$ cat config.mk
export PLATFORM = sky130hd
export DESIGN_NAME = pftls_stat_cell
export DESIGN_NICKNAME = d
export VERILOG_FILES = /design/src/hw/rtl/pftls_pkg.sv /design/src/hw/rtl/pftls_stat_cell.sv
export SDC_FILE = /design/constraint.sdc
export NUM_CORES = 1
export LEC_CHECK = 0
export ABC_AREA = 1
export BUFFER_PORTS_ARGS = -buffer_cell sky130_fd_sc_hd__buf_2
export CAP_MARGIN = 20
export CORE_AREA = 3 3 343 345
export DETAILED_ROUTE_END_ITERATION = 6
export DIE_AREA = 0 0 346 348
export HOLD_SLACK_MARGIN = 0.1
export PLACE_DENSITY = 0.34
export SYNTH_ARGS = -nofsm -noshare
export SYNTH_HDL_FRONTEND = slang
export SYNTH_SLANG_ARGS = --single-unit
$ cat constraint.sdc
create_clock -name clock -period 10.16 [get_ports clock]
set_clock_uncertainty 0.2 [all_clocks]
set_input_delay 1.016 -clock clock [delete_from_list [all_inputs] [get_ports clock]]
set_output_delay 1.016 -clock clock [all_outputs]
set_load 0.05 [all_outputs]
$ cat src/hw/rtl/pftls_pkg.sv
// Package: shared constants and types for the fault latency stats block.
`default_nettype none
package pftls_pkg;
   localparam int ID_W = 23;
   localparam int KEY_W = 46;
   localparam int TS_W = 64;
   localparam int DEF_START_SLOTS = 64;
   localparam int DEF_STAT_SLOTS = 64;
   localparam logic [31:0] MAJOR_BIT = 32'h0000_0004;

   localparam logic [2:0] OP_ENTRY  = 3'd0;
   localparam logic [2:0] OP_EXIT   = 3'd1;
   localparam logic [2:0] OP_DETAIL = 3'd2;
   localparam logic [2:0] OP_RESET  = 3'd3;
   localparam logic [2:0] OP_READ   = 3'd4;

   localparam logic [1:0] KIND_MAJOR    = 2'd0;
   localparam logic [1:0] KIND_DETAIL   = 2'd1;
   localparam logic [1:0] KIND_STATS    = 2'd2;
   localparam logic [1:0] KIND_NOTFOUND = 2'd3;

   localparam logic CSR_TARGET_PID = 1'b0;
   localparam logic CSR_DETAIL_EN  = 1'b1;

   // search token passed along a cell chain
   typedef struct packed {
      logic       hit;
      logic       free;
      logic [11:0] hit_idx;
      logic [11:0] free_idx;
   } scan_type;

   typedef struct packed {
      logic [TS_W-1:0] first_seen;
      logic [TS_W-1:0] total;
      logic [TS_W-1:0] major;
      logic [TS_W-1:0] minor;
      logic [TS_W-1:0] max;
      logic [TS_W-1:0] min;
   } stat_rec_type;
endpackage
`default_nettype wire

$ cat src/hw/rtl/pftls_stat_cell.sv
// Stats table cell: one statistics slot, key match and chain token.
`default_nettype none
module pftls_stat_cell #(
   parameter int IDX = 0
) (
   input  wire logic                       clock,
   input  wire logic                       reset,
   input  wire logic [pftls_pkg::KEY_W-1:0] key,
   input  wire pftls_pkg::scan_type        scan_i,
   output pftls_pkg::scan_type             scan_o,
   input  wire logic                       wr_en,
   input  wire logic [11:0]                wr_idx,
   input  wire logic                       wr_valid,
   input  wire pftls_pkg::stat_rec_type    wr_rec,
   input  wire logic [11:0]                rd_idx,
   output pftls_pkg::stat_rec_type         rd_rec
);
   logic                       valid_ff;
   logic [pftls_pkg::KEY_W-1:0] key_ff;
   pftls_pkg::stat_rec_type    rec_ff;
   logic                       sel;

   assign sel = wr_en && (wr_idx == 12'(IDX));

   always_ff @(posedge clock) begin
      if (reset) begin
         valid_ff <= 1'b0;
      end else if (sel) begin
         valid_ff <= wr_valid;
      end
      if (sel && wr_valid) begin
         key_ff <= key;
         rec_ff <= wr_rec;
      end
   end

   always_comb begin
      scan_o = scan_i;
      if (!scan_i.hit && valid_ff && key_ff == key) begin
         scan_o.hit = 1'b1;
         scan_o.hit_idx = 12'(IDX);
      end
      if (!scan_i.free && !valid_ff) begin
         scan_o.free = 1'b1;
         scan_o.free_idx = 12'(IDX);
      end
   end

   assign rd_rec = (rd_idx == 12'(IDX)) ? rec_ff : '0;
endmodule
`default_nettype wire

==> summary.txt, run 1 <==
Outcome
  • Outcome: finished, final reports clean

Floorplan
  • Die height: 348 µm
  • Area of the die: 120000 µm²
  • Site Rows: 124
  • Die X: 346 µm
  • Core ar.: 115000 µm²
  • I/O pin count: 894
  • Initial core utilization: 15.0%

Pwr
  • Final Power: 3.95 mW
  • Worst vdd ir: 0.101 mV
  • Leakage dissipation: 12.7 nW
  • Cell area power density: 157 nW/µm²

Layout
  • Register area: 12900 µm²
  • Layout fillers: 12732
  • Area delta synth->final: 46.3%
  • Share of layout cells above drive strength 1: 39.7%
  • Most common cell after layout, fill and taps aside: buf_2
  • Nets: 2925
  • Multi-input logic area: 2310 µm²
  • Most frequent cells in the layout: buf_2, inv_1, nor2_1
  • Util after Layout: 22.0%

Synthesis
  • Synth unique cells: 15
  • Synth warn: 0
  • Syn Area/Cell: 11.3 µm²
  • Mapped Nets: 2011
  • Cells after synthesis: 1527
  • Synthesized cell area: 17200 µm²
  • Sequential-to-total area share from yosys stat: 75.2%
  • Synthesis-stage register bit count: 431

Critical path
  • Worst EP arrival: 4.06 ns
  • CP dominant cell by count: buf_4
  • Worst stage delay on the critical path: 0.77 ns
  • Delay-heaviest family, CP: buffers and inverters
  • CP Class: primary input to output port
  • Crit-path max FO: 97
  • CP max stage cell: buf_4
  • Setup crit end kind: output port
  • Crit. path cell count: 8
  • Worst path required time: 8.94 ns
  • Reg2reg path depth: 2
  • Worst Setup Start Kind: primary input
  • Worst-path cell chain: buf_2 -> nor4_1 -> nand3_4 -> buf_4 -> buf_4 -> buf_4 -> nor2_1 -> buf_2
  • WP buf/inv: 5

Clock network
  • Clock sinks: 431
  • Clock root buffer: clkbuf_16
  • CTS Hold Buffers Added: 0
  • Clock tree from TritonCTS: yes
  • # Post-CTS Setup Buffers: 0
  • CTS Buf Count: 55
  • # resized after CTS: 0
  • Clock buffer depth: 3
  • H-tree Lvls: 2
  • Clk_lat worst skew: 0.59 ns
  • Clock transition at path regs: 0.05 ns

Worst hold path
  • Worst min-delay path category: flop to flop
  • Hold path depth: 2

Timing
  • Tmin final: 5.28 ns
  • Min Hold Slack: 0.269 ns
  • RSZ-0062 raised after global routing: false
  • Worst-margin pin slew: 1.03 ns
  • Setup TNS: 0 ns
  • Relative slew slack: 31.5%
  • Fin worst setup slack: 4.88 ns
  • Final Hold Viols: 0
  • Fmax: 189 MHz
  • Final setup violation count: 0
  • Tcrit/Tclk final: 52.0%
  • Max-slew violations: 0

Drt
  • Drt total wl: 66800 µm
  • Number of DRC markers in iteration 0: 618
  • Wirelength per Cell: 16.7 µm
  • Router iterations before antenna repair: 4
  • Drt drc: 0
  • Antenna Nets Post-Route: 0
  • Total number of vias: 13101
  • Via density: 3.27

GRT
  • Global-route wire length before repair: 91400 µm
  • Gr usage total: 10.5%
  • Largest net degree at the start of global routing: 136
  • GRT busiest layer: met2
  • Antenna violations before repair: 17
  • Met3 GRT Util: 3.58%
  • Met1 GRT Util: 11.4%
  • Met2 GRT Util: 19.1%
  • Grt ovf: 0
  • Vias in the first global route: 13158

Placement
  • Pre-CTS worst setup slack: 4.86 ns
  • Routability cong.: 0.851
  • DP HPWL: 52300 µm
  • IO buf count: 893

Flow run
  • Number of max-cap violations: 0
[metrics by stage]
step / instance area (µm²) / instances
3_3_place_gp: 23500 / 3896
4_1_cts: 25100 / 3992
3_5_place_dp: 23500 / 3896
5_1_grt: 25100 / 3998
2_1_floorplan: 17200 / 1527
6_report: 25200 / 4003
[path summary, 6_finish.rpt]
check,from,to,slack [ns]
hold / removal,valid_ff$_SDFFE_PP0P_,valid_ff$_SDFFE_PP0P_,0.27
setup reg to reg,valid_ff$_SDFFE_PP0P_,valid_ff$_SDFFE_PP0P_,9.39
setup / recovery,rd_idx[7],rd_rec[219],4.88
hold reg to reg,valid_ff$_SDFFE_PP0P_,valid_ff$_SDFFE_PP0P_,0.27
[synthesized netlist by cell type, drive strengths merged]
| cell type | instances | area, µm² |
|---|---|---|
| inv | 468 | 1760 |
| nor2 | 445 | 1670 |
| edfxtp | 430 | 12900 |
| nand2 | 94 | 353 |
| buf | 38 | 190 |
| a21oi | 13 | 65.1 |
| xnor2 | 9 | 78.8 |
| clkbuf | 7 | 26.3 |
| or2 | 6 | 37.5 |
| nand3 | 5 | 25.0 |
| nor4 | 4 | 25.0 |
| o21ai | 4 | 20.0 |
| nand4 | 2 | 12.5 |
| and3 | 1 | 6.26 |
| dfxtp | 1 | 20.0 |
[where the power goes]
| part | internal (mW) | switching, mW |
|---|---|---|
| logic | 0.0757 | 0.0664 |
| clock network | 1.09 | 0.765 |
| registers | 1.96 | 0.0000505 |
[sequential cells by signal (all words and copies together) (netlist names)]
register and cells:
key_ff 46, rec_ff 384, valid_ff 1
[cells by family after synthesis]
kind of cell	count (synthesis)	synth area share (%)
AOI/OAI and AO/OA	17	0.495
xor gates and xnor gates	9	0.458
buffers and inverters	513	11.5
DFF	431	75.2
and+or+nand+nor	557	12.4
[layer usage]
metal / wire, µm / share of wire, %
met5: 51 / 0.076
met4: 1620 / 2.4
met3: 5200 / 7.8
met2: 34500 / 52
met1: 25500 / 38
[final cells by class]
type	count	area share, %
multi-input combinational	583	9.17
antenna	11	0.109
inverter	468	7.00
clock buffer	68	5.66
clock inverter	28	0.955
sequential	431	51.4
timing repair buffer	902	18.2
tap	1512	7.52
[worst min-delay path: cells and delay by family, from the launching register on]
kind               cells  cell delay [ns]
DFF                    1             0.32
AOI/OAI and AO/OA      1             0.05
and+or+nand+nor        1             0.06
Note: power is estimated with default switching activity, not from simulation.
==> run 2: changes to the inputs <==
- clock period: 10.16 -> 4.6 ns (I/O delays scaled with it)
==> run 2 against run 1 <==
  * Via count rose by 12%
  * Clock power rose by 120%
  * Sequential power rose by 120%
  * Utilization rose by 3.9 points
  * Worst hold slack improved by 0.085 ns
  * Clock-buffer cell count rose by 8
  * Combinational power rose to 4.4 times the previous value
  * Power rose by 130%
  * First-iteration DRC count fell by 3.6%
  * Non-clock buffer count rose by 445
  * Routed wire length rose by 3.8%
==> summary.txt, run 2 (same netlist as run 1, synthesis figures left out) <==
Outcome
  • Outcome: finished, final reports clean (unchanged)

Critical path
  • CP startpoint: key[2] (was rd_idx[7])
  • R2R Setup Slk: 3.28 ns (was 9.39 ns)
  • Setup crit end kind: output port (unchanged)
  • Worst Setup Start Kind: primary input (unchanged)
  • Worst EP arrival: 2.88 ns (was 4.06 ns)
  • CP Class: primary input to output port (unchanged)
  • Worst path required time: 3.94 ns (was 8.94 ns)
  • Reg2reg path depth: 3 (was 2)
  • Worst r2r src: valid_ff$_SDFFE_PP0P_ (unchanged)
  • Crit-path max FO: 13 (was 97)

Pwr
  • Int Pwr: 7.04 mW (was 3.12 mW)
  • Comb power frac: 6.9% (was 3.6%)
  • Clock power share: 45.0% (was 46.9%)
  • Leakage dissipation: 14.6 nW (was 12.7 nW)
  • Switching power: 1.94 mW (was 0.832 mW)
  • Sequential fraction of design power: 48.1% (was 49.5%)
  • Cell area power density: 304 nW/µm² (was 157 nW/µm²)
  • Worst vdd ir: 0.292 mV (was 0.101 mV)
  • Sw frac: 21.6% (was 21.1%)

Timing
  • Fmax: 282 MHz
  • Relative slew slack: 38.8% (was 31.5%)
  • Final Hold Viols: 0 (unchanged)
  • Setup TNS: 0 ns (unchanged)
  • RSZ-0062 raised after global routing: false (unchanged)
  • Worst-margin pin slew: 0.914 ns (was 1.03 ns)
  • Max-slew violations: 0 (unchanged)
  • Tmin final: 3.54 ns
  • Final setup violation count: 0 (unchanged)
  • Tcrit/Tclk final: 77.0%
  • Fin worst setup slack: 1.06 ns (was 4.88 ns)

Clock network
  • # Post-CTS Setup Buffers: 0 (unchanged)
  • Clk_lat worst skew: 0.61 ns (was 0.59 ns)
  • Clock buffer depth: 3 (unchanged)
  • Clock sinks: 431 (unchanged)
  • # resized after CTS: 0 (unchanged)
  • Clock tree from TritonCTS: yes (unchanged)
  • Clock transition at path regs: 0.06 ns (was 0.05 ns)
  • Clock root buffer: clkbuf_16 (unchanged)
  • H-tree Lvls: 2 (unchanged)
  • CTS Buf Count: 56 (was 55)

GRT
  • Grt ovf: 0 (unchanged)
  • Gr usage total: 11.1% (was 10.5%)
  • Global-route wire length before repair: 100000 µm (was 91400 µm)
  • Largest net degree at the start of global routing: 153 (was 136)
  • Vias in the first global route: 15322 (was 13158)
  • Antenna violations before repair: 5 (was 17)

Placement
  • Pre-CTS worst setup slack: 1.24 ns (was 4.86 ns)
  • IO buf count: 893 (unchanged)
  • Routability cong.: 0.789 (was 0.851)
  • DP HPWL: 53500 µm (was 52300 µm)

Drt
  • Via density: 3.31 (was 3.27)
  • Antenna Nets Post-Route: 0 (unchanged)
  • Total number of vias: 14713 (was 13101)
  • Drt total wl: 69300 µm (was 66800 µm)
  • Drt drc: 0 (unchanged)
  • Router iterations before antenna repair: 5 (was 4)
  • Number of DRC markers in iteration 0: 596 (was 618)
  • Wirelength per Cell: 15.6 µm (was 16.7 µm)

Floorplan
  • Initial core utilization: 15.0% (unchanged)
  • Die X: 346 µm (unchanged)
  • I/O pin count: 894 (unchanged)
  • Area of the die: 120000 µm² (unchanged)
  • Die height: 348 µm (unchanged)
  • Core ar.: 115000 µm² (unchanged)
  • Site Rows: 124 (unchanged)

Layout
  • Layout fillers: 12478 (was 12732)
  • Register area: 12900 µm² (unchanged)
  • Share of layout cells above drive strength 1: 33.9% (was 39.7%)
  • Most common cell after layout, fill and taps aside: buf_2 (unchanged)
  • Nets: 3371 (was 2925)
  • Most frequent cells in the layout: buf_2, inv_1, nor2_1 (unchanged)
  • Util after Layout: 25.8% (was 22.0%)
  • Most flops, register: rec_ff (unchanged)
  • Multi-input logic area: 2310 µm² (about the same)
  • Leading registers by flop count: rec_ff (384), key_ff (46), valid_ff (1) (unchanged)
  • Max reg flops: 384 (unchanged)
  • Area delta synth->final: 72.0% (was 46.3%)

Worst hold path
  • Worst min-delay path category: primary input to flop (was flop to flop)
  • Hold path depth: 2 (unchanged)
  • Start point of the worst hold path: wr_rec[207] (was valid_ff$_SDFFE_PP0P_)

Flow run
  • Number of max-cap violations: 0 (unchanged)
[run 2: changes by cell type in the layout (fill, tap and decap cells not counted), moves of 2 or more]
| cell | change |
|---|---|
| buf_4 | +10 |
| clkinv_2 | -6 |
| dlygate4sd3_1 | +432 |
| clkbuf_1 | +6 |
| buf_12 | +3 |
| clkinv_1 | +3 |
| diode_2 | -9 |
| bufinv_16 | -3 |
| clkbuf_16 | +2 |
[run 2: stage by stage]
| step | area [µm²] | power [mW] | instances | hold slack, ns |
|---|---|---|---|---|
| after global routing | 29600 | 9.41 | 4441 | 0.298 |
| after detailed placement | 23600 | 4.71 | 3909 | 0.272 |
| after global placement | 23600 | 4.70 | 3909 | 0.277 |
| final | 29600 | 8.98 | 4441 | 0.354 |
| after floorplan | 17200 | 4.48 | 1527 | 0.246 |
| after CTS | 29600 | 9.22 | 4439 | 0.261 |
[run 2: repair_timing]
item / in CTS / in global routing
endpoints found under the hold margin: 431 / 0
hold buffers: 432 / 0
setup endpoints to repair: 0 / 0
[run 2: critical path, stage by stage]
cell and delay [ns]:
dlygate4sd3_1 0.53, buf_2 0.13, xnor2_1 0.30, nand3_1 0.12
nor2_1 0.12, nand2_1 0.07, nor2_1 0.69, nand2_1 0.11
nand2_1 0.08, buf_2 0.26
[run 2: power groups by stage]
stage	logic [mW]	registers [mW]	clock network, mW
after CTS	0.633	4.32	4.26
final	0.621	4.32	4.04
after global routing	0.680	4.32	4.41
after global placement	0.303	4.40	0
after floorplan	0.0800	4.40	0
after detailed placement	0.311	4.40	0
[run 2: routing by layer]
layer / part of all wire [%] / GRT usage (%) / vias up
li1: - / - / 7326
met1: 39 / 12.5 / 6786
met2: 52 / 20.0 / 488
met3: 6.1 / 2.98 / 111
met4: 3.3 / 4.17 / 2
met5: 0.019 / 0 / -
[run 2: layout make-up]
cell class | instances | share of cell area (%)
Tap cell | 1512 | 6.40
Inverter | 468 | 5.95
Multi-Input combinational cell | 583 | 7.81
Clock inverter | 22 | 0.482
Sequential cell | 431 | 43.7
Timing Repair Buffer | 1347 | 30.5
Antenna cell | 2 | 0.0169
Clock buffer | 76 | 5.06
[run 2: worst paths after layout]
kind | to
hold / removal | rec_ff[207]$_DFFE_PP_
setup / recovery | scan_o[25]
hold reg to reg | valid_ff$_SDFFE_PP0P_
setup reg to reg | valid_ff$_SDFFE_PP0P_
