[src/hw/rtl/pftls_pkg.sv]
// Package: shared constants and types for the fault latency stats block.
`default_nettype none
package pftls_pkg;
   localparam int ID_W = 23;
   localparam int KEY_W = 46;
   localparam int TS_W = 64;
   localparam int DEF_START_SLOTS = 64;
   localparam int DEF_STAT_SLOTS = 64;
   localparam logic [31:0] MAJOR_BIT = 32'h0000_0004;

   localparam logic [2:0] OP_ENTRY  = 3'd0;
   localparam logic [2:0] OP_EXIT   = 3'd1;
   localparam logic [2:0] OP_DETAIL = 3'd2;
   localparam logic [2:0] OP_RESET  = 3'd3;
   localparam logic [2:0] OP_READ   = 3'd4;

   localparam logic [1:0] KIND_MAJOR    = 2'd0;
   localparam logic [1:0] KIND_DETAIL   = 2'd1;
   localparam logic [1:0] KIND_STATS    = 2'd2;
   localparam logic [1:0] KIND_NOTFOUND = 2'd3;

   localparam logic CSR_TARGET_PID = 1'b0;
   localparam logic CSR_DETAIL_EN  = 1'b1;

   // search token passed along a cell chain
   typedef struct packed {
      logic       hit;
      logic       free;
      logic [11:0] hit_idx;
      logic [11:0] free_idx;
   } scan_type;

   typedef struct packed {
      logic [TS_W-1:0] first_seen;
      logic [TS_W-1:0] total;
      logic [TS_W-1:0] major;
      logic [TS_W-1:0] minor;
      logic [TS_W-1:0] max;
      logic [TS_W-1:0] min;
   } stat_rec_type;
endpackage
`default_nettype wire

[src/hw/rtl/pftls_start_cell.sv]
// Start table cell: one start slot, key match and chain token.
`default_nettype none
module pftls_start_cell #(
   parameter int IDX = 0
) (
   input  wire logic                       clock,
   input  wire logic                       reset,
   input  wire logic [pftls_pkg::KEY_W-1:0] key,
   input  wire pftls_pkg::scan_type        scan_i,
   output pftls_pkg::scan_type             scan_o,
   input  wire logic                       wr_en,
   input  wire logic [11:0]                wr_idx,
   input  wire logic                       wr_valid,
   input  wire logic [pftls_pkg::TS_W-1:0] wr_time,
   input  wire logic [11:0]                rd_idx,
   output logic [pftls_pkg::TS_W-1:0]      rd_time
);
   logic                       valid_ff;
   logic [pftls_pkg::KEY_W-1:0] key_ff;
   logic [pftls_pkg::TS_W-1:0] time_ff;
   logic                       sel;

   assign sel = wr_en && (wr_idx == 12'(IDX));

   always_ff @(posedge clock) begin
      if (reset) begin
         valid_ff <= 1'b0;
      end else if (sel) begin
         valid_ff <= wr_valid;
      end
      if (sel && wr_valid) begin
         key_ff  <= key;
         time_ff <= wr_time;
      end
   end

   always_comb begin
      scan_o = scan_i;
      if (!scan_i.hit && valid_ff && key_ff == key) begin
         scan_o.hit = 1'b1;
         scan_o.hit_idx = 12'(IDX);
      end
      if (!scan_i.free && !valid_ff) begin
         scan_o.free = 1'b1;
         scan_o.free_idx = 12'(IDX);
      end
   end

   assign rd_time = (rd_idx == 12'(IDX)) ? time_ff : '0;
endmodule
`default_nettype wire

[config.mk]
export PLATFORM = sky130hd
export DESIGN_NAME = pftls_start_cell
export DESIGN_NICKNAME = d
export VERILOG_FILES = /design/src/hw/rtl/pftls_pkg.sv /design/src/hw/rtl/pftls_start_cell.sv
export SDC_FILE = /design/constraint.sdc
export NUM_CORES = 1
export LEC_CHECK = 0
export ABC_AREA = 1
export BUFFER_PORTS_ARGS = -buffer_cell sky130_fd_sc_hd__buf_2
export CORE_UTILIZATION = 50
export CTS_CLUSTER_DIAMETER = 200
export DETAILED_ROUTE_END_ITERATION = 7
export PLACE_DENSITY = 0.91
export SLEW_MARGIN = 20
export SYNTH_ARGS = -nofsm -noshare
export SYNTH_HDL_FRONTEND = slang
export SYNTH_SLANG_ARGS = --single-unit
[constraint.sdc]
create_clock -name clock -period 7.6 [get_ports clock]
set_input_delay 1.52 -clock clock [delete_from_list [all_inputs] [get_ports clock]]
set_output_delay 1.52 -clock clock [all_outputs]
set_load 0.03 [all_outputs]
==> out/metrics.cfg, run 1 <==
[layout]
final_layout_size_suffix_gt1_share_pct = 42.9
area_growth_pct = 29.5
regArea_um2 = 3320
fin_nets = 951
multi_input_area_um2 = 1280
nFillCells = 741
final_util_pct = 68.1
n_antenna_cell = 0

[timing]
hold_viol = 0
slew_headroom_pct = 26.9
fin_worst_skew_ns = 0
period_minus_slack_ns = 5.15
finalSetupViolations = 0
maxSlewViolCount = 0
finalSetupTns_ns = 0
worstMarginPinSlew_ns = 1.10
clock.fmax_ghz = 0.194
rsz0062_at_grt = no
fin_crit_sh_pct = 67.7

[power]
internal_power_uw = 839
power.switching_uw = 248
p_clk_share_pct = 29.7
power_mw = 1.09
leakage_nw = 3.53
p_seq_share_pct = 61.7
switching_share_pct = 22.8
vdd_drop_max_mv = 0.116
p_per_area_nw_per_um2 = 160
combPwrFrac_pct = 8.5

[clock_network]
cts_buffers = 9
clkLatencyLatePin_ns = 0.35
cts_max_level = 3
hold_buffers = 0
cts_tree = done
cts_setup_buffers = 0
cts_buffer_depth = 2
post_cts_resize_count = 0
clk_pin_slew_ns = 0.10
clock_sinks = 111
clockRootBuffer = clkbuf_8

[setup_path]
worstRegToRegCells = 2
critical_path.startpoint = rd_idx[1]
critPathMaxStageDelay_ns = 0.85
cp-start-kind = input pin
cp_num_buf_inv = 2
rr_startpoint = valid_ff
path_class = input pin to output port
crit_family = simple AND/OR/NAND/NOR gates
crit_chain = buf_2, nor4_1, nand3_4, nor2_2, buf_2
timing.rr.end = valid_ff
reg2reg_slack_ns = 7.00
cpMostUsedCell = buf_2
end_kind = output port
critPathCapture = rd_time[27]
cp_max_fo = 64
critical_path_depth = 5
crit_slowest_cell = nand3_4
cp.arrival_ns = 3.63
required_ns = 6.08

[logic_synthesis]
synth_cells = 531
async_flop_share_pct = 0
yosys.area_share.simple_pct = 21.2
avgSynthCellArea_um2 = 9.86
netlist_top_cells_count = inv_1 (148), edfxtp_1 (110), nand2_1 (94)
synth-edff-count = 110
synth-xor-area-share_pct = 1.51
synth.area.top_cells = edfxtp_1 (63%), inv_1 (11%), nor2_2 (7.0%)
yosysUniqueCellTypes = 22
synthesis.nets = 695
yosysMostFrequentCell = inv_1
ys_ff_latch = 111
synth_top_area_cell = edfxtp_1
yosysWarnings = 0
synth_compound_area_share_pct = 1.62
netlist_area_um2 = 5240
seq_area_frac_synth_pct = 63.5
yosys.area.top_type_share_pct = 63.1
synth_adder_area_share_pct = 0
synthFlopType = edfxtp_1
muxShareOfSynthArea_pct = 0
synth_top_family_by_area = simple AND/OR/NAND/NOR gates

[global_routing]
track_usage_pct = 20.7
met3_usage_pct = 6.08
grt.busiest_layer = met2
grt_pass1_wl_um = 17400
met1_usage_pct = 21.0
grt_antenna_before_repair = 0
use_met2_pct = 40.4
grt_pass1_vias = 3874
grt_max_degree = 65
grt_overflow = 0

[floorplanning]
io_pins = 254
chipWidth_um = 104
dieArea_um2 = 10900
core_um2 = 9950
start_util_pct = 52.6
die_h_um = 104
rows = 36

[place]
place.detailed.hpwl_um = 8730
gp_congestion = 0.793
portBuffers = 253

[detailed_routing]
vias = 4041
drc = 0
drtIter0Drc = 184
detail_route.wl_per_cell_um = 11.9
routed_wl_um = 11000
ant_nets = 0
via_per_inst = 4.37
drtPass1Iterations = 4

[flow_run]
drv_cap = 0

[outcome]
outcome = finished clean

[worst_hold_path]
hp-class = register to register

==> placed cells by master, fill, tap and decap left out, types with 2 or more instances in the layout <==
cell type	instances
a21oi_1	13
buf_2	253
clkbuf_8	9
clkinv_4	2
clkinvlp_4	2
edfxtp_1	110
inv_1	147
inv_8	2
nand2_1	94
nand3_1	4
nand4_1	2
nor2_1	63
nor2_2	59
nor2_4	3
nor4_1	3
o21ai_0	4
or2_2	5
xnor2_1	9
==> state kept, by name, summed over array words and instances, names as in the netlist <==
register  cells
valid_ff      1
key_ff       46
time_ff      64
==> power groups by stage <==
stage | clock, mW | combinational [mW] | sequential, mW
after CTS | 0.334 | 0.0938 | 0.671
final | 0.323 | 0.0928 | 0.671
after global placement | 0 | 0.0896 | 0.685
after floorplan | 0 | 0.0366 | 0.686
after global routing | 0.357 | 0.103 | 0.671
after detailed placement | 0 | 0.0934 | 0.685
==> cells by family (layout without fill, tap and decap cells) <==
| logic type | Yosys count | count (layout) |
|---|---|---|
| AO/OA/AOI/OAI | 17 | 17 |
| XOR/XNOR | 9 | 9 |
| buffers and inverters | 157 | 417 |
| flip-flops | 111 | 111 |
| AND/OR/NAND/NOR | 237 | 237 |
==> worst min path at each step <==
stage                     startpoint        to  slack (ns)  cells after the start
final                       valid_ff  valid_ff        0.49                      2
after global routing        valid_ff  valid_ff        0.51                      2
after CTS                   valid_ff  valid_ff        0.49                      2
after detailed placement    valid_ff  valid_ff        0.48                      2
after global placement      valid_ff  valid_ff        0.46                      2
after floorplan             valid_ff  valid_ff        0.45                      2
==> stage by stage <==
step           hold slack (ns)  setup slack, ns  cell area, µm²  cells
2_1_floorplan            0.446             2.98            5240    531
3_3_place_gp             0.462             2.52            6600    909
3_5_place_dp             0.475             2.47            6600    909
4_1_cts                  0.490             2.47            6780    924
5_1_grt                  0.510             2.32            6780    924
6_report                 0.487             2.45            6780    924
==> worst reg2reg max path, cell delays in order (launching register included) <==
cell	delay, ns
dfxtp_1	0.37
nand2_1	0.06
a21oi_1	0.11
==> cell type report <==
class | count | share of cell area [%]
flip-flops and latches | 111 | 49.0
multi-input cells | 263 | 18.9
repair buffers | 254 | 18.8
inverters | 148 | 8.23
well taps | 133 | 2.45
clock buffers | 9 | 1.83
clock inverters | 6 | 0.812
==> routing by layer <==
layer	wire length, µm	share of wire (%)	vias up
met5	0	0	-
met4	166	1.5	0
met3	931	8.5	12
met2	5940	54	180
met1	3980	36	1747
li1	-	-	2102
No activity file was read; power rests on OpenSTA's default activity.
==> run 2, diff against run 1 <==
--- a/config.mk
+++ b/config.mk
@@ -5,12 +5,12 @@
 export SDC_FILE = /design/constraint.sdc
 export NUM_CORES = 1
 export LEC_CHECK = 0
-export ABC_AREA = 1
+export ABC_AREA = 0
 export BUFFER_PORTS_ARGS = -buffer_cell sky130_fd_sc_hd__buf_2
-export CORE_UTILIZATION = 50
+export CORE_UTILIZATION = 44
 export CTS_CLUSTER_DIAMETER = 200
 export DETAILED_ROUTE_END_ITERATION = 7
-export PLACE_DENSITY = 0.91
+export PLACE_DENSITY = 0.85
 export SLEW_MARGIN = 20
 export SYNTH_ARGS = -nofsm -noshare
 export SYNTH_HDL_FRONTEND = slang
==> constraint.sdc (replaced) <==
create_clock -name clock -period 5.3 [get_ports clock]
set_input_delay 1.06 -clock clock [delete_from_list [all_inputs] [get_ports clock]]
set_output_delay 1.06 -clock clock [all_outputs]
set_load 0.03 [all_outputs]
==> run 2 against run 1 <==
Via count shrank 20%. Sequential share of layout area grew 5.0 points. Critical path depth grew 1. Non-clock buffer count grew 2. Cell count shrank 26%. Die area shrank 1.1%. Flip-flop and latch count is the same. Clock power grew 38%. Critical path type unchanged. Critical endpoint is now scan_o[25].
==> out/metrics.cfg, run 2 <==
[clock_network]
clockRootBuffer = clkbuf_8  ; unchanged
post_cts_resize_count = 0  ; unchanged
cts_max_level = 3  ; unchanged
clk_pin_slew_ns = 0.10  ; about the same
cts_buffer_depth = 2  ; unchanged
hold_buffers = 0  ; unchanged
clkLatencyLatePin_ns = 0.36  ; was 0.35 ns
cts_buffers = 9  ; unchanged
cts_tree = done  ; unchanged
clock_sinks = 111  ; unchanged
cts_setup_buffers = 0  ; unchanged

[floorplanning]
chipWidth_um = 104  ; about the same
dieArea_um2 = 10800  ; was 10900 µm²
die_h_um = 104  ; about the same
core_um2 = 9910  ; was 9950 µm²
rows = 36  ; unchanged
io_pins = 254  ; unchanged
start_util_pct = 46.0  ; was 52.6%

[place]
place_ws_ns = 1.24  ; was 2.47 ns
gp_congestion = 0.838  ; was 0.793
place.detailed.hpwl_um = 8250  ; was 8730 µm
portBuffers = 253  ; unchanged

[setup_path]
required_ns = 4.24  ; was 6.08 ns
path_class = input pin to output port  ; unchanged
cp-start-kind = input pin  ; unchanged
cp.arrival_ns = 3.00  ; was 3.63 ns
cp_max_fo = 13  ; was 64
end_kind = output port  ; unchanged

[global_routing]
grt_pass1_vias = 3225  ; was 3874
grt_pass1_wl_um = 15900  ; was 17400 µm
grt_antenna_before_repair = 0  ; unchanged
grt_max_degree = 65  ; unchanged
track_usage_pct = 19.5  ; was 20.7%
grt_overflow = 0  ; unchanged

[power]
leakage_nw = 2.70  ; was 3.53 nW
p_per_area_nw_per_um2 = 250  ; was 160 nW/µm²
vdd_drop_max_mv = 0.154  ; was 0.116 mV
power_mw = 1.54  ; was 1.09 mW

[layout]
largest_reg_flops = 64  ; unchanged
area_growth_pct = 35.0  ; was 29.5%
top_register = time_ff  ; unchanged
fin_nets = 709  ; was 951
multi_input_area_um2 = 1180  ; was 1280 µm²
regArea_um2 = 3320  ; unchanged
layout_common_cells = buf_2 (253), edfxtp_1 (110), and2_1 (64)  ; was buf_2 (253), inv_1 (147), edfxtp_1 (110)
n_antenna_cell = 0  ; unchanged
final_layout_size_suffix_gt1_share_pct = 50.0  ; was 42.9%
layout_commonest_cell = buf_2  ; unchanged
nFillCells = 745  ; was 741
reg.largest.list = time_ff (64), key_ff (46), valid_ff (1)  ; unchanged

[detailed_routing]
routed_wl_um = 10400  ; was 11000 µm
drtPass1Iterations = 4  ; unchanged
via_per_inst = 4.71  ; was 4.37
drc = 0  ; unchanged
vias = 3219  ; was 4041
ant_nets = 0  ; unchanged
drtIter0Drc = 140  ; was 184
detail_route.wl_per_cell_um = 15.3  ; was 11.9 µm

[logic_synthesis]
synthFlopType = edfxtp_1  ; unchanged
async_flop_share_pct = 0  ; unchanged
synth_cells = 289  ; was 531
avgSynthCellArea_um2 = 15.8  ; was 9.86 µm²
seq_area_frac_synth_pct = 72.9  ; was 63.5%
ys_ff_latch = 111  ; unchanged
netlist_top_cells_count = edfxtp_1 (110), and2_1 (64), xor2_1 (46)  ; was inv_1 (148), edfxtp_1 (110), nand2_1 (94)
synth-edff-count = 110  ; unchanged
yosysMostFrequentCell = edfxtp_1  ; was inv_1
yosys.area.top_type_share_pct = 72.5  ; was 63.1%
synthesis.nets = 453  ; was 695
yosysWarnings = 0  ; unchanged
netlist_area_um2 = 4560  ; was 5240 µm²
synth_top_area_cell = edfxtp_1  ; unchanged
synth.area.top_cells = edfxtp_1 (72%), xor2_1 (8.8%), and2_1 (8.8%)  ; was edfxtp_1 (63%), inv_1 (11%), nor2_2 (7.0%)
yosysUniqueCellTypes = 20  ; was 22

[timing]
fin_worst_skew_ns = 0  ; unchanged
hold_viol = 0  ; unchanged
clock.fmax_ghz = 0.246
period_minus_slack_ns = 4.06
finalSetupTns_ns = 0  ; unchanged
whs_ns = 0.590  ; was 0.487 ns
worstMarginPinSlew_ns = 0.781  ; was 1.10 ns
finalSetupViolations = 0  ; unchanged
maxSlewViolCount = 0  ; unchanged
slew_headroom_pct = 47.8  ; was 26.9%
rsz0062_at_grt = no  ; unchanged
setup_slack_ns = 1.24  ; was 2.45 ns
fin_crit_sh_pct = 76.5

[worst_hold_path]
hp-class = register to register  ; unchanged

[flow_run]
drv_cap = 0  ; unchanged

[outcome]
outcome = finished clean  ; unchanged

## run 2: changes by cell type in the layout (fill, tap and decap cells not counted), moves of 9 or more
cell and change:
xnor2_1 -9, nand2_1 -94, xor2_1 +46, and2_1 +64, nor2_1 -60, nor2_2 -59, o31a_1 +9, nor4_1 +12
inv_1 -145, nor2b_1 +12, a21oi_1 -13
## run 2: final timing paths
path                               start         end  slack [ns]  cells after the start
worst max register to register  valid_ff    valid_ff        4.64                      2
worst max-delay path             key[21]  scan_o[25]        1.24                      6
worst min-delay path            valid_ff    valid_ff        0.59                      2
worst min register to register  valid_ff    valid_ff        0.59                      2
## run 2: layout make-up
class,instances,share of cell area [%]
Tap cell,133,2.70
Clock inverter,7,0.773
Sequential cell,111,54.0
Multi-Input combinational cell,165,19.2
Clock buffer,9,2.01
Inverter,2,0.122
Timing Repair Buffer,256,21.1
## run 2: report_power, final
group	internal, mW	leakage, nW	total, mW	switching [mW]
Combinational	0.0639	1.62	0.127	0.0627
Sequential	0.963	0.996	0.963	0.0000259
Clock	0.171	0.0870	0.447	0.276
Total	1.20	2.70	1.54	0.339
## run 2: critical path, cell delays in order
cell and delay [ns]:
buf_2 0.11, xor2_1 0.15, nor4_1 0.35, nand4_1 0.53
o31ai_1 0.52, buf_2 0.27
## run 2: per-stage QoR
stage / instance area (µm²) / instances / util [%]
after global routing: 6150 / 683 / 62.1
final: 6150 / 683 / 62.1
after global placement: 5980 / 667 / 60.4
after floorplan: 4560 / 289 / -
after detailed placement: 5980 / 667 / 60.4
after CTS: 6150 / 683 / 62.1
## run 2: layer usage
layer | wire length (µm) | up-vias | global-route usage [%]
li1 | - | 1554 | -
met1 | 3720 | 1471 | 19.3
met2 | 5690 | 174 | 37.6
met3 | 790 | 20 | 4.97
met4 | 243 | 0 | 8.78
met5 | 0 | - | 0
## run 2: cells by family after synthesis
| family | after synthesis | synth area share (%) |
|---|---|---|
| xor+xnor | 46 | 8.84 |
| buf+inv | 13 | 1.29 |
| flops | 111 | 72.9 |
| compound gates | 13 | 2.55 |
| mux | 1 | 0.220 |
| simple gates | 105 | 14.2 |
==> run 3, diff against run 2 <==
--- a/config.mk
+++ b/config.mk
@@ -7,10 +7,10 @@
 export LEC_CHECK = 0
 export ABC_AREA = 0
 export BUFFER_PORTS_ARGS = -buffer_cell sky130_fd_sc_hd__buf_2
-export CORE_UTILIZATION = 44
+export CORE_UTILIZATION = 40
 export CTS_CLUSTER_DIAMETER = 200
 export DETAILED_ROUTE_END_ITERATION = 7
-export PLACE_DENSITY = 0.85
+export PLACE_DENSITY = 0.81
 export SLEW_MARGIN = 20
 export SYNTH_ARGS = -nofsm -noshare
 export SYNTH_HDL_FRONTEND = slang
==> constraint.sdc (replaced) <==
create_clock -name clock -period 3.6 [get_ports clock]
set_input_delay 0.72 -clock clock [delete_from_list [all_inputs] [get_ports clock]]
set_output_delay 0.72 -clock clock [all_outputs]
set_load 0.03 [all_outputs]
==> run 3 against run 2 <==
Power rose by 70%. Critical path depth did not move. Via count rose by 0.22%. Non-clock buffer count rose by 2. Clock-buffer cell count did not move. Largest power group unchanged. Highest routed layer unchanged.
==> out/metrics.cfg, run 3 (same netlist as run 2, synthesis figures left out) <==
[global_routing]
grt_antenna_before_repair = 0  ; unchanged
track_usage_pct = 16.3  ; was 19.5%
grt_max_degree = 65  ; unchanged
grt_overflow = 0  ; unchanged
grt_pass1_vias = 3145  ; was 3225
grt_pass1_wl_um = 14400  ; was 15900 µm

[outcome]
outcome = finished clean  ; unchanged

[place]
gp_congestion = 0.886  ; was 0.838
place_ws_ns = 0.206  ; was 1.24 ns
portBuffers = 253  ; unchanged
dpl-instance-area_um2 = 5990  ; was 5980 µm²
place.detailed.hpwl_um = 7770  ; was 8250 µm

[detailed_routing]
drc = 0  ; unchanged
ant_nets = 0  ; unchanged
detail_route.wl_per_cell_um = 14.4  ; was 15.3 µm
routed_wl_um = 9990  ; was 10400 µm
vias = 3226  ; was 3219
via_per_inst = 4.66  ; was 4.71
drtPass1Iterations = 4  ; unchanged
drtIter0Drc = 171  ; was 140

[power]
p_clk_share_pct = 38.6  ; was 29.1%
combPwrFrac_pct = 7.0  ; was 8.2%
p_per_area_nw_per_um2 = 413  ; was 250 nW/µm²
leakage_nw = 2.76  ; was 2.70 nW
power_mw = 2.61  ; was 1.54 mW
vdd_drop_max_mv = 0.232  ; was 0.154 mV
internal_power_mw = 2.06  ; was 1.20 mW
power.switching_uw = 545  ; was 339 µW
p_seq_share_pct = 54.4  ; was 62.6%
switching_share_pct = 20.9  ; was 22.1%

[timing]
clock.fmax_ghz = 0.294
maxSlewViolCount = 0  ; unchanged
setup_slack_ns = 0.202  ; was 1.24 ns
slew_headroom_pct = 52.9  ; was 47.8%
worstMarginPinSlew_ns = 0.707  ; was 0.781 ns
fin_crit_sh_pct = 94.4
finalSetupTns_ns = 0  ; unchanged
rsz0062_at_grt = no  ; unchanged
fin_worst_skew_ns = 0  ; unchanged
hold_viol = 0  ; unchanged
finalSetupViolations = 0  ; unchanged
period_minus_slack_ns = 3.40

[floorplanning]
die_h_um = 109  ; was 104 µm
io_pins = 254  ; unchanged
core_um2 = 11000  ; was 9910 µm²
chipWidth_um = 109  ; was 104 µm
dieArea_um2 = 11800  ; was 10800 µm²
start_util_pct = 41.5  ; was 46.0%
rows = 38  ; was 36

[setup_path]
path_class = input pin to output port  ; unchanged
cp-start-kind = input pin  ; unchanged
cp_max_fo = 13  ; unchanged
crit_family = simple AND/OR/NAND/NOR gates  ; unchanged
end_kind = output port  ; unchanged
crit_chain = buf_2, xor2_1, nor4_1, nand4_1, o31a_2, buf_2  ; was buf_2, xor2_1, nor4_1, nand4_1, o31ai_1, buf_2
crit_slowest_cell = nand4_1  ; unchanged
cp.arrival_ns = 2.68  ; was 3.00 ns
critPathMaxStageDelay_ns = 0.54  ; was 0.53 ns
cp_num_buf_inv = 2  ; unchanged
required_ns = 2.88  ; was 4.24 ns
cpMostUsedCell = buf_2  ; unchanged

[clock_network]
clock_sinks = 111  ; unchanged
cts_buffer_depth = 2  ; unchanged
post_cts_resize_count = 0  ; unchanged
clk_pin_slew_ns = 0.07  ; was 0.10 ns
clkLatencyLatePin_ns = 0.34  ; was 0.36 ns
hold_buffers = 0  ; unchanged
clockRootBuffer = clkbuf_16  ; was clkbuf_8
cts_buffers = 9  ; unchanged
cts_max_level = 3  ; unchanged
cts_setup_buffers = 0  ; unchanged
cts_tree = done  ; unchanged

[layout]
layout_common_cells = buf_2 (253), edfxtp_1 (110), and2_1 (64)  ; unchanged
area_growth_pct = 38.2  ; was 35.0%
layout_commonest_cell = buf_2  ; unchanged
final_util_pct = 57.4  ; was 62.1%
reg.largest.list = time_ff (64), key_ff (46), valid_ff (1)  ; unchanged
final_layout_size_suffix_gt1_share_pct = 50.2  ; was 50.0%
final_area_um2 = 6300  ; was 6150 µm²
top_register = time_ff  ; unchanged
largest_reg_flops = 64  ; unchanged
fin_nets = 711  ; was 709

[worst_hold_path]
hp-class = input pin to register  ; was register to register

[flow_run]
drv_cap = 0  ; unchanged

==> run 3: cell types whose count changed in the layout (fill, tap and decap cells not counted), sizes merged <==
cell and delta:
clkinv -3, buf +2, inv +1, clkinvlp +1
diode +1, bufinv +1
==> run 3: path summary, 6_finish.rpt <==
| kind | endpoint | cells after the start | slack [ns] | start |
|---|---|---|---|---|
| hold reg to reg | valid_ff | 2 | 0.60 | valid_ff |
| setup / recovery | scan_o[12] | 6 | 0.20 | key[13] |
| setup reg to reg | valid_ff | 2 | 2.94 | valid_ff |
| hold / removal | valid_ff | 2 | 0.53 | reset |
==> run 3: layer usage <==
layer	vias up	wire length, µm	track usage, %
li1	1562	-	-
met1	1486	3670	16.5
met2	168	5360	31.5
met3	10	820	3.89
met4	0	136	7.34
met5	-	0	0
==> run 3: power groups by stage <==
stage	combinational, mW	sequential, mW	clock, mW
floorplan	0.0667	1.45	0
global placement	0.178	1.45	0
detailed placement	0.185	1.45	0
CTS	0.185	1.42	1.03
global route	0.199	1.42	1.07
finish	0.183	1.42	1.00
==> run 3: stage by stage <==
step / std cells / hold slack, ns
floorplan: 289 / 0.512
finish: 693 / 0.528
detailed placement: 676 / 0.601
CTS: 692 / 0.516
global route: 692 / 0.529
global placement: 676 / 0.562
==> run 3: layout make-up <==
cell class / count / area, µm²
antenna: 1 / 2.50
inverter: 2 / 7.51
multi-input combinational: 165 / 1180
timing repair buffer: 258 / 1300
sequential: 111 / 3320
fill: 907 / 4680
clock buffer: 9 / 225
clock inverter: 7 / 80.1
tap: 140 / 175
==> run 3: worst reg2reg max path, cell delays in order (launching register included) <==
cell,delay (ns)
dfxtp_1,0.35
mux2i_1,0.16
nor2_1,0.05
